### src/etd_pkg.sv
// Shared types, character codes and hex helpers for the escaped text decoder.
`default_nettype none

package etd_pkg;

  // Decode modes held in the mode register.
  localparam logic [1:0] MODE_RAW     = 2'd0;
  localparam logic [1:0] MODE_HEX     = 2'd1;
  localparam logic [1:0] MODE_PERCENT = 2'd2;
  localparam logic [1:0] MODE_CSTRING = 2'd3;

  // Escape phase codes, named by how many characters are held back.
  localparam logic [1:0] PH_IDLE  = 2'd0;
  localparam logic [1:0] PH_HELD1 = 2'd1;
  localparam logic [1:0] PH_HELD2 = 2'd2;
  localparam logic [1:0] PH_HELD3 = 2'd3;

  // Register map, indexed by byte address bit 2.
  localparam logic REG_DECODE_MODE = 1'b0;

  // Character codes.
  localparam logic [7:0] CHR_PERCENT = 8'h25;
  localparam logic [7:0] CHR_PLUS    = 8'h2b;
  localparam logic [7:0] CHR_SPACE   = 8'h20;
  localparam logic [7:0] CHR_BSLASH  = 8'h5c;
  localparam logic [7:0] CHR_X       = 8'h78;

  localparam int unsigned MAX_BEATS = 4;

  typedef struct packed {
    logic [7:0] in_byte;
    logic       end_of_text;
  } etd_in_t;

  typedef struct packed {
    logic [7:0] out_byte;
    logic       has_byte;
    logic       run_last;
    logic       text_done;
  } etd_out_t;

  // Everything one input item produces: the burst of bytes and the next state.
  typedef struct packed {
    logic [MAX_BEATS-1:0][7:0] bytes;
    logic [2:0]                count;
    logic [1:0]                phase;
    logic [7:0]                held;
  } etd_step_t;

  typedef struct packed {
    logic [7:0] code;
    logic       valid;
  } etd_esc_t;

  function automatic logic is_hex(input logic [7:0] c);
    return (c >= 8'h30 && c <= 8'h39) || (c >= 8'h61 && c <= 8'h66) ||
           (c >= 8'h41 && c <= 8'h46);
  endfunction

  function automatic logic [3:0] hex_val(input logic [7:0] c);
    logic [7:0] v;
    v = 8'h00;
    if (c >= 8'h30 && c <= 8'h39) begin
      v = c - 8'h30;
    end else if (c >= 8'h61 && c <= 8'h66) begin
      v = c - 8'h57;
    end else if (c >= 8'h41 && c <= 8'h46) begin
      v = c - 8'h37;
    end
    return v[3:0];
  endfunction

  function automatic logic [7:0] pair_val(input logic [7:0] hi, input logic [7:0] lo);
    return {hex_val(hi), hex_val(lo)};
  endfunction

  // Single-character C escapes after a backslash.
  function automatic etd_esc_t esc_code(input logic [7:0] c);
    etd_esc_t r;
    r.valid = 1'b1;
    case (c)
      8'h5c: r.code = 8'h5c;
      8'h61: r.code = 8'h07;
      8'h62: r.code = 8'h08;
      8'h74: r.code = 8'h09;
      8'h6e: r.code = 8'h0a;
      8'h76: r.code = 8'h0b;
      8'h66: r.code = 8'h0c;
      8'h72: r.code = 8'h0d;
      8'h65: r.code = 8'h1b;
      default: begin
        r.valid = 1'b0;
        r.code  = 8'h00;
      end
    endcase
    return r;
  endfunction

endpackage

`default_nettype wire

### src/etd_decode.sv
// Combinational decode of one input character against the escape state.
`default_nettype none

module etd_decode
  import etd_pkg::*;
(
  input  wire logic [1:0] mode_i,
  input  wire logic [1:0] phase_i,
  input  wire logic [7:0] held_i,
  input  wire etd_in_t    item_i,
  output etd_step_t       step_o
);

  logic [MAX_BEATS-1:0][7:0] em;
  logic [2:0]                n;
  logic [1:0]                ph;
  logic [7:0]                hd;
  logic                      run_idle;
  logic [7:0]                b;
  logic                      hx;
  etd_esc_t                  esc;

  always_comb begin
    em       = '0;
    n        = 3'd0;
    ph       = phase_i;
    hd       = held_i;
    run_idle = 1'b0;
    b        = item_i.in_byte;
    hx       = is_hex(b);
    esc      = esc_code(b);

    // Continue an open escape.
    if (mode_i == MODE_HEX && phase_i == PH_HELD1) begin
      if (hx) begin
        em[n[1:0]] = pair_val(held_i, b); n = n + 3'd1;
      end
      ph = PH_IDLE;
    end else if (mode_i == MODE_PERCENT && phase_i == PH_HELD1) begin
      if (hx) begin
        hd = b; ph = PH_HELD2;
      end else begin
        em[n[1:0]] = CHR_PERCENT; n = n + 3'd1;
        run_idle = 1'b1;
      end
    end else if (mode_i == MODE_PERCENT && phase_i == PH_HELD2) begin
      if (hx) begin
        em[n[1:0]] = pair_val(held_i, b); n = n + 3'd1;
        ph = PH_IDLE;
      end else begin
        em[n[1:0]] = CHR_PERCENT; n = n + 3'd1;
        em[n[1:0]] = held_i;      n = n + 3'd1;
        run_idle = 1'b1;
      end
    end else if (mode_i == MODE_CSTRING && phase_i == PH_HELD1) begin
      if (esc.valid) begin
        em[n[1:0]] = esc.code; n = n + 3'd1;
        ph = PH_IDLE;
      end else if (b == CHR_X) begin
        ph = PH_HELD2;
      end else begin
        em[n[1:0]] = CHR_BSLASH; n = n + 3'd1;
        run_idle = 1'b1;
      end
    end else if (mode_i == MODE_CSTRING && phase_i == PH_HELD2) begin
      if (hx) begin
        hd = b; ph = PH_HELD3;
      end else begin
        em[n[1:0]] = CHR_BSLASH; n = n + 3'd1;
        em[n[1:0]] = CHR_X;      n = n + 3'd1;
        run_idle = 1'b1;
      end
    end else if (mode_i == MODE_CSTRING && phase_i == PH_HELD3) begin
      if (hx) begin
        em[n[1:0]] = pair_val(held_i, b); n = n + 3'd1;
        ph = PH_IDLE;
      end else begin
        em[n[1:0]] = CHR_BSLASH; n = n + 3'd1;
        em[n[1:0]] = CHR_X;      n = n + 3'd1;
        em[n[1:0]] = held_i;     n = n + 3'd1;
        run_idle = 1'b1;
      end
    end else begin
      run_idle = 1'b1;
    end

    // Handle the character as if no escape were open.
    if (run_idle) begin
      ph = PH_IDLE;
      case (mode_i)
        MODE_HEX: begin
          if (hx) begin
            hd = b; ph = PH_HELD1;
          end
        end
        MODE_PERCENT: begin
          if (b == CHR_PERCENT) begin
            ph = PH_HELD1;
          end else if (b == CHR_PLUS) begin
            em[n[1:0]] = CHR_SPACE; n = n + 3'd1;
          end else begin
            em[n[1:0]] = b; n = n + 3'd1;
          end
        end
        MODE_CSTRING: begin
          if (b == CHR_BSLASH) begin
            ph = PH_HELD1;
          end else begin
            em[n[1:0]] = b; n = n + 3'd1;
          end
        end
        default: begin
          em[n[1:0]] = b; n = n + 3'd1;
        end
      endcase
    end

    // At end of text an open percent or C-string escape goes out unchanged; a lone hex digit is dropped.
    if (item_i.end_of_text) begin
      if (mode_i == MODE_PERCENT) begin
        if (ph == PH_HELD1) begin
          em[n[1:0]] = CHR_PERCENT; n = n + 3'd1;
        end else if (ph == PH_HELD2) begin
          em[n[1:0]] = CHR_PERCENT; n = n + 3'd1;
          em[n[1:0]] = hd;          n = n + 3'd1;
        end
      end else if (mode_i == MODE_CSTRING) begin
        if (ph == PH_HELD1) begin
          em[n[1:0]] = CHR_BSLASH; n = n + 3'd1;
        end else if (ph == PH_HELD2) begin
          em[n[1:0]] = CHR_BSLASH; n = n + 3'd1;
          em[n[1:0]] = CHR_X;      n = n + 3'd1;
        end else if (ph == PH_HELD3) begin
          em[n[1:0]] = CHR_BSLASH; n = n + 3'd1;
          em[n[1:0]] = CHR_X;      n = n + 3'd1;
          em[n[1:0]] = hd;         n = n + 3'd1;
        end
      end
      ph = PH_IDLE;
      hd = 8'h00;
    end

    step_o.bytes = em;
    step_o.count = n;
    step_o.phase = ph;
    step_o.held  = hd;
  end

endmodule

`default_nettype wire

### src/etd_burst.sv
// Result register that holds one item's burst of bytes and hands it out a beat at a time.
`default_nettype none

module etd_burst
  import etd_pkg::*;
(
  input  wire logic      clk,
  input  wire logic      rst_n,
  input  wire logic      load_i,
  input  wire etd_step_t step_i,
  input  wire logic      eot_i,
  output logic           can_load_o,
  output logic           out_valid,
  input  wire logic      out_ready,
  output etd_out_t       out_data
);

  logic [MAX_BEATS-1:0][7:0] bytes_r, bytes_nxt;
  logic [2:0]                rem_r, rem_nxt;
  logic                      has_r, has_nxt;
  logic                      eot_r, eot_nxt;
  logic                      busy;
  logic                      pop;

  assign busy       = (rem_r != 3'd0);
  assign pop        = busy && out_ready;
  assign can_load_o = !busy || (pop && rem_r == 3'd1);

  always_comb begin
    bytes_nxt = bytes_r;
    rem_nxt   = rem_r;
    has_nxt   = has_r;
    eot_nxt   = eot_r;
    if (load_i) begin
      bytes_nxt = step_i.bytes;
      eot_nxt   = eot_i;
      if (step_i.count == 3'd0 && eot_i) begin
        // Empty end marker.
        rem_nxt = 3'd1;
        has_nxt = 1'b0;
      end else begin
        rem_nxt = step_i.count;
        has_nxt = 1'b1;
      end
    end else if (pop) begin
      bytes_nxt = {8'h00, bytes_r[MAX_BEATS-1:1]};
      rem_nxt   = rem_r - 3'd1;
    end
  end

  always_ff @(posedge clk) begin
    if (!rst_n) begin
      rem_r <= 3'd0;
      has_r <= 1'b0;
      eot_r <= 1'b0;
    end else begin
      rem_r <= rem_nxt;
      has_r <= has_nxt;
      eot_r <= eot_nxt;
    end
    bytes_r <= bytes_nxt;
  end

  assign out_valid          = busy;
  assign out_data.out_byte  = bytes_r[0];
  assign out_data.has_byte  = has_r;
  assign out_data.run_last  = (rem_r == 3'd1);
  assign out_data.text_done = (rem_r == 3'd1) && eot_r;

endmodule

`default_nettype wire

### src/escaped_text_decoder_core.sv
// Top level of the escaped text decoder: input register, decode, result burst, config port.
`default_nettype none

// The block decodes a stream of characters, one per input beat, in one of four
// modes chosen by the decode_mode register: raw copy, hex digit pairs, percent
// and plus decoding, or C-string backslash escapes.
// Input beats are taken on in_valid and in_ready; each carries one character
// and an end_of_text flag. Result beats leave on out_valid and out_ready, one
// decoded byte per beat, with run_last on the last beat of an input item and
// text_done on the last beat after an end_of_text item. An end_of_text item
// that yields no byte gives a single beat with has_byte low.
// An accepted item passes through the input register and then the result
// register. Items that yield zero or one result stream at one per cycle
// while out_ready stays high; an item that yields k results occupies the
// result register for k beats, up to four, and keeps the next item waiting.
// When the receiver stalls, the result register holds its beat and the input
// register fills, after which in_ready drops. Reset empties both registers,
// sets raw mode and clears the escape state. Writing decode_mode over the APB
// port also clears the escape state; writes are meant only while idle.
module escaped_text_decoder_core
  import etd_pkg::*;
(
  input  wire logic        clk,
  input  wire logic        rst_n,
  input  wire logic        in_valid,
  output logic             in_ready,
  input  wire etd_in_t     in_data,
  output logic             out_valid,
  input  wire logic        out_ready,
  output etd_out_t         out_data,
  input  wire logic        psel,
  input  wire logic        penable,
  input  wire logic        pwrite,
  input  wire logic [2:0]  paddr,
  input  wire logic [31:0] pwdata,
  output logic [31:0]      prdata,
  output logic             pready
);

  // Input register.
  logic      in_valid_r;
  etd_in_t   in_r;

  // Configuration and escape state.
  logic [1:0] mode_r, mode_nxt;
  logic [1:0] phase_r, phase_nxt;
  logic [7:0] held_r, held_nxt;

  etd_step_t step;
  logic      can_load;
  logic      take;
  logic      cfg_wr;

  assign pready   = 1'b1;
  assign cfg_wr   = psel && penable && pwrite && (paddr[2] == REG_DECODE_MODE);
  assign prdata   = (paddr[2] == REG_DECODE_MODE) ? {30'd0, mode_r} : 32'd0;

  // The held item moves into the result register once that register is free
  // or is handing out its final beat in this cycle.
  assign take     = in_valid_r && can_load;
  assign in_ready = !in_valid_r || can_load;

  always_ff @(posedge clk) begin
    if (!rst_n) begin
      in_valid_r <= 1'b0;
    end else if (in_valid && in_ready) begin
      in_valid_r <= 1'b1;
    end else if (take) begin
      in_valid_r <= 1'b0;
    end
    if (in_valid && in_ready) begin
      in_r <= in_data;
    end
  end

  etd_decode u_decode (
    .mode_i  (mode_r),
    .phase_i (phase_r),
    .held_i  (held_r),
    .item_i  (in_r),
    .step_o  (step)
  );

  // A mode write drops any open escape without output.
  always_comb begin
    mode_nxt  = mode_r;
    phase_nxt = phase_r;
    held_nxt  = held_r;
    if (cfg_wr) begin
      mode_nxt  = pwdata[1:0];
      phase_nxt = PH_IDLE;
      held_nxt  = 8'h00;
    end else if (take) begin
      phase_nxt = step.phase;
      held_nxt  = step.held;
    end
  end

  always_ff @(posedge clk) begin
    if (!rst_n) begin
      mode_r  <= MODE_RAW;
      phase_r <= PH_IDLE;
      held_r  <= 8'h00;
    end else begin
      mode_r  <= mode_nxt;
      phase_r <= phase_nxt;
      held_r  <= held_nxt;
    end
  end

  etd_burst u_burst (
    .clk        (clk),
    .rst_n      (rst_n),
    .load_i     (take),
    .step_i     (step),
    .eot_i      (in_r.end_of_text),
    .can_load_o (can_load),
    .out_valid  (out_valid),
    .out_ready  (out_ready),
    .out_data   (out_data)
  );

  // An end_of_text item always leaves the escape state idle.
  a_eot_idle: assert property (@(posedge clk) disable iff (!rst_n)
    take && in_r.end_of_text && !cfg_wr |=> phase_r == PH_IDLE)
    else $error("escape state open after end of text");

  // The end of a text is always the last beat of its item.
  a_done_last: assert property (@(posedge clk) disable iff (!rst_n)
    out_valid && out_data.text_done |-> out_data.run_last)
    else $error("text_done without run_last");

  // An empty beat is only ever the end marker.
  a_empty_marker: assert property (@(posedge clk) disable iff (!rst_n)
    out_valid && !out_data.has_byte |-> out_data.text_done && out_data.out_byte == 8'h00)
    else $error("empty beat that is not an end marker");

  // An item never moves on while the receiver stalls a beat of the result register.
  a_no_overrun: assert property (@(posedge clk) disable iff (!rst_n)
    out_valid && !out_ready |-> !take)
    else $error("result burst overwritten while stalled");

endmodule

`default_nettype wire
### config.mk
export PLATFORM = sky130hd
export DESIGN_NAME = escaped_text_decoder_core
export DESIGN_NICKNAME = d
export VERILOG_FILES = /design/src/etd_pkg.sv /design/src/etd_decode.sv /design/src/etd_burst.sv /design/src/escaped_text_decoder_core.sv
export SDC_FILE = /design/constraint.sdc
export NUM_CORES = 1
export LEC_CHECK = 0
export ABC_AREA = 1
export ABC_CLOCK_PERIOD_IN_PS = 11700
export BUFFER_PORTS_ARGS = -buffer_cell sky130_fd_sc_hd__buf_2
export CAP_MARGIN = 20
export CORE_MARGIN = 2
export CORE_UTILIZATION = 60
export DETAILED_ROUTE_END_ITERATION = 8
export PLACE_DENSITY = 0.95
export SYNTH_ARGS = -nofsm -noshare
export SYNTH_HDL_FRONTEND = slang
export SYNTH_SLANG_ARGS = --single-unit
export TNS_END_PERCENT = 5
### constraint.sdc
create_clock -name clk -period 11.7 [get_ports clk]
set_input_delay 1.17 -clock clk [delete_from_list [all_inputs] [get_ports clk]]
set_output_delay 1.17 -clock clk [all_outputs]
set_load 0.05 [all_outputs]
==> results.md <==
* Cells on Worst Hold Path at 2
* Hold buffers post-CTS at 0
* # port buffers at 33
* Worst R2R Start: mode_r[1]
* Die area at 11200 um2
* Max clock buf depth at 2
* First-pass GRT wire length at 33.7 mm
* Vias in the first global route at approximately 6200
* Synth Area in Simple Gates at 36.2%
* Cell Pwr Density at 134 nW/um2
* Storage cell area at between 1500 and 2000 um2
* Yosys warning total at 0
* CP delay by family, top: simple AND/OR/NAND/NOR gates
* Slew Limit Fails at 0
* Status: completed
* Largest net degree at the start of global routing at 36
* Total CTS buffers at 9
* CTS HTree Levels at 3
* Drt via density at between 6 and 7
* Remaining DRCs at 0
* P_leak at 3.01 nW
* Max IR drop VDD at 0.174 mV
* Maxcap violations at 0
* Setup Crit Path Kind: reg2reg
* Worst Clk Skew at 0.00727 ns
* Setup repair bufs after CTS at 0
* FF+latch count, synth at 59
* Hold Violations, Final at 0
* Tmin final at 5.53 ns
* Slew Limit Headroom at 32.0%
* Clk slew on worst S/H paths at roughly 0.070 ns
* Quantity of gates resized following cts at 0
* Site Rows at 37
* Worst path cell trace: inv_1 > nor2_4 > inv_2 > nor3_2 > nand2_2 > nand3_1 > nor3_4 > ha_1 > inv_1 > nand2_1 > nand3_1 > nand3_1 > nand2_1 > inv_2 > ha_1 > clkinv_1 > nor2_1 > inv_1 > o21ai_1 > nand2_1 > o21ai_0 > nand2_1 > nand3_1 > nand2_1
* WL/cell at approximately 19 um
* Most used flip-flop cell after synthesis: edfxtp_1
* Hold Path Class: reg2reg
* Data required, critical path at 11.82 ns
* Root buf cell: clkbuf_8
* Tcrit/Tclk final at 47.2%
* Arrival time worst endpoint at 5.65 ns
* Worst R2R Setup Slack at 6.17 ns
* Mapped Cells at between 900 and 1000
* Most common cell after layout, fill and taps aside: nand2_1
* Post-synthesis compound-gate area fraction at 19.3%
* Final GP Congestion at 1.06
* Xor-xnor portion of the synthesized cell area at 0.141%
* Total number of vias at 6953
* Crit-path max cell delay at roughly 0.76 ns
* Proportion of synthesized area in mux cells at 0%
* Worst r2r path cells at 24
* Syn Area/Cell at 6.36 um2
* Max FO, Critical Path at 15
* Slew at the pin closest to its max-slew limit at around 1.0 ns
* Hold Crit Start: u_burst.rem_r[1]
* Top cell by count, worst path: nand2_1
* Worst skew pair latency at 0.36 ns
* DIE WIDTH at 106 um
* # diodes at 0
* GR Util All Layers at approximately two fifths
* Largest family of logic cells by synthesized area: simple AND/OR/NAND/NOR gates
* Worst Setup End Kind: register
* Fin util at a little under two thirds
* Drt pass-1 iters at 6
* # IOs at 97
* Fin nets at 1063
* Critical R2R Capture: u_burst.out_data[8]
* Layout area overhead at 3.85%
* Initial DRC count at ~1000
* FFs w/ async S/R, synth at 0%
* CTS tree: built
* Layout filler cell count at slightly below 1000
* Overall die height at 106 um
* Initial core utilization at between 60% and 70%
* Hold endpoint: u_burst.rem_r[1]
* Area of the multi-input gates at 3820 um2
* Worst path bufs/invs at 6
* Max Freq at 181 MHz
* Fraction of layout cells with a size suffix above 1 at 12.0%
* Setup Viol. Count Final at 0
* Initial antenna violation count at 0
* Setup TNS at 0 ns
* Antenna viol nets, final at 0
* Slowest-stage cell, CP: nor3_2
* Unique masters post-synth at 52
* Clock sink count at 59
* Commonest non-fill, non-tap cells in the layout: nand2_1, nor2_1, inv_1
* Core Area at about 10000 um2
* EDFF count, synth at 41
* Adder-cell share of the synthesized area at 4.03%
* Dpl hpwl at approximately 16 mm
* Total wire length at 21.7 mm
* Global route overflow at 0
* Mapped Area at 6210 um2
* Post-synthesis sequential area ratio at 25.6%
* Startpoint Class: register
* RSZ-0062 raised after global routing: false
## power breakdown
part | switching, mW | internal [mW]
clock | 0.0883 | 0.0965
combinational | 0.261 | 0.0825
sequential | 0.0270 | 0.311
## synthesized netlist by cell type (2+ instances only)
cell | count | area share, %
nor2_1 | 110 | 6.6
o32ai_1 | 2 | 0.28
o211ai_1 | 7 | 0.85
clkinv_1 | 2 | 0.12
dfxtp_1 | 18 | 5.8
nor4_1 | 3 | 0.30
nor2_4 | 3 | 0.54
clkbuf_1 | 10 | 0.60
nor3_1 | 10 | 0.81
o31ai_1 | 4 | 0.48
o21ai_2 | 6 | 0.85
a31oi_1 | 11 | 1.1
nand4_1 | 8 | 0.81
o21ai_0 | 62 | 5.0
a221oi_1 | 2 | 0.28
buf_4 | 43 | 5.2
o2111ai_1 | 4 | 0.56
o221ai_1 | 3 | 0.42
nand2_2 | 12 | 1.2
a22oi_1 | 6 | 0.73
o22ai_1 | 11 | 1.1
a21oi_2 | 2 | 0.28
o21ai_1 | 19 | 1.5
buf_6 | 3 | 0.54
a211oi_1 | 3 | 0.36
ha_1 | 20 | 4.0
a21oi_1 | 53 | 4.3
nand3_1 | 76 | 6.1
nand3_4 | 3 | 0.85
or2_2 | 3 | 0.30
edfxtp_1 | 41 | 20
buf_2 | 5 | 0.40
a32oi_1 | 4 | 0.56
inv_2 | 19 | 1.1
conb_1 | 2 | 0.12
nand3_2 | 4 | 0.64
o21bai_1 | 2 | 0.24
nand2_4 | 4 | 0.73
nor2_2 | 8 | 0.81
nand2_1 | 250 | 15
inv_1 | 107 | 6.5
## metrics by stage
| stage | instances | hold slack [ns] | setup slack [ns] | power (mW) | cell area [um2] |
|---|---|---|---|---|---|
| final | 1133 | 0.474 | 6.17 | 0.867 | 6450 |
| after global routing | 1133 | 0.490 | 5.91 | 0.909 | 6450 |
| after CTS | 1133 | 0.472 | 6.49 | 0.859 | 6450 |
| after detailed placement | 1117 | 0.462 | 6.50 | 0.680 | 6270 |
| after global placement | 1117 | 0.454 | 6.46 | 0.674 | 6270 |
| after floorplan | 1005 | 0.444 | 7.86 | 0.621 | 6320 |
## state kept, by name, indices dropped and copies added, names as in the netlist
register	cells
in_r	9
in_valid_r	1
u_burst.has_r	1
mode_r	2
u_burst.rem_r	3
u_burst.eot_r	1
held_r	8
u_burst.out_data	8
u_burst.bytes_r	24
phase_r	2
## metal layers
metal / GRT usage, % / share of wire, % / wire (um)
met4: 16.3 / 4.2 / 917
met2: 56.8 / 41 / 8980
met3: 11.9 / 15 / 3230
met5: 0 / 0 / 0
met1: 55.4 / 39 / 8550
## cells by family (layout without fill, tap and decap cells)
family / Yosys count / count (layout)
xor+xnor: 1 / 1
flops: 59 / 59
buf+inv: 190 / 182
simple gates: 500 / 500
other cells: 2 / 31
compound gates: 204 / 204
fa+ha+maj: 20 / 20
## how the worst max path moves through the flow
stage / cells after the start / start / endpoint / slack (ns)
6_report: 24 / mode_r[1] / u_burst.out_data[8] / 6.17
5_1_grt: 24 / mode_r[1] / u_burst.out_data[8] / 5.91
4_1_cts: 24 / mode_r[1] / u_burst.out_data[8] / 6.49
3_5_place_dp: 24 / mode_r[1] / u_burst.out_data[8] / 6.50
3_3_place_gp: 24 / mode_r[1] / u_burst.out_data[8] / 6.46
2_1_floorplan: 32 / in_r[1] / u_burst.rem_r[2] / 7.86
## layout make-up
type,count,share of cell area (%)
clock inverter,6,0.873
sequential,59,24.7
tap,136,2.64
timing repair buffer,37,3.03
clock buffer,10,1.98
inverter,129,7.54
multi-input combinational,756,59.3
## worst min-delay path: cells and delay by family, from the launching register on
family	cells	cell delay [ns]
compound gates	1	0.06
simple gates	1	0.06
flops	1	0.31
(Power assumes the default switching activity.)
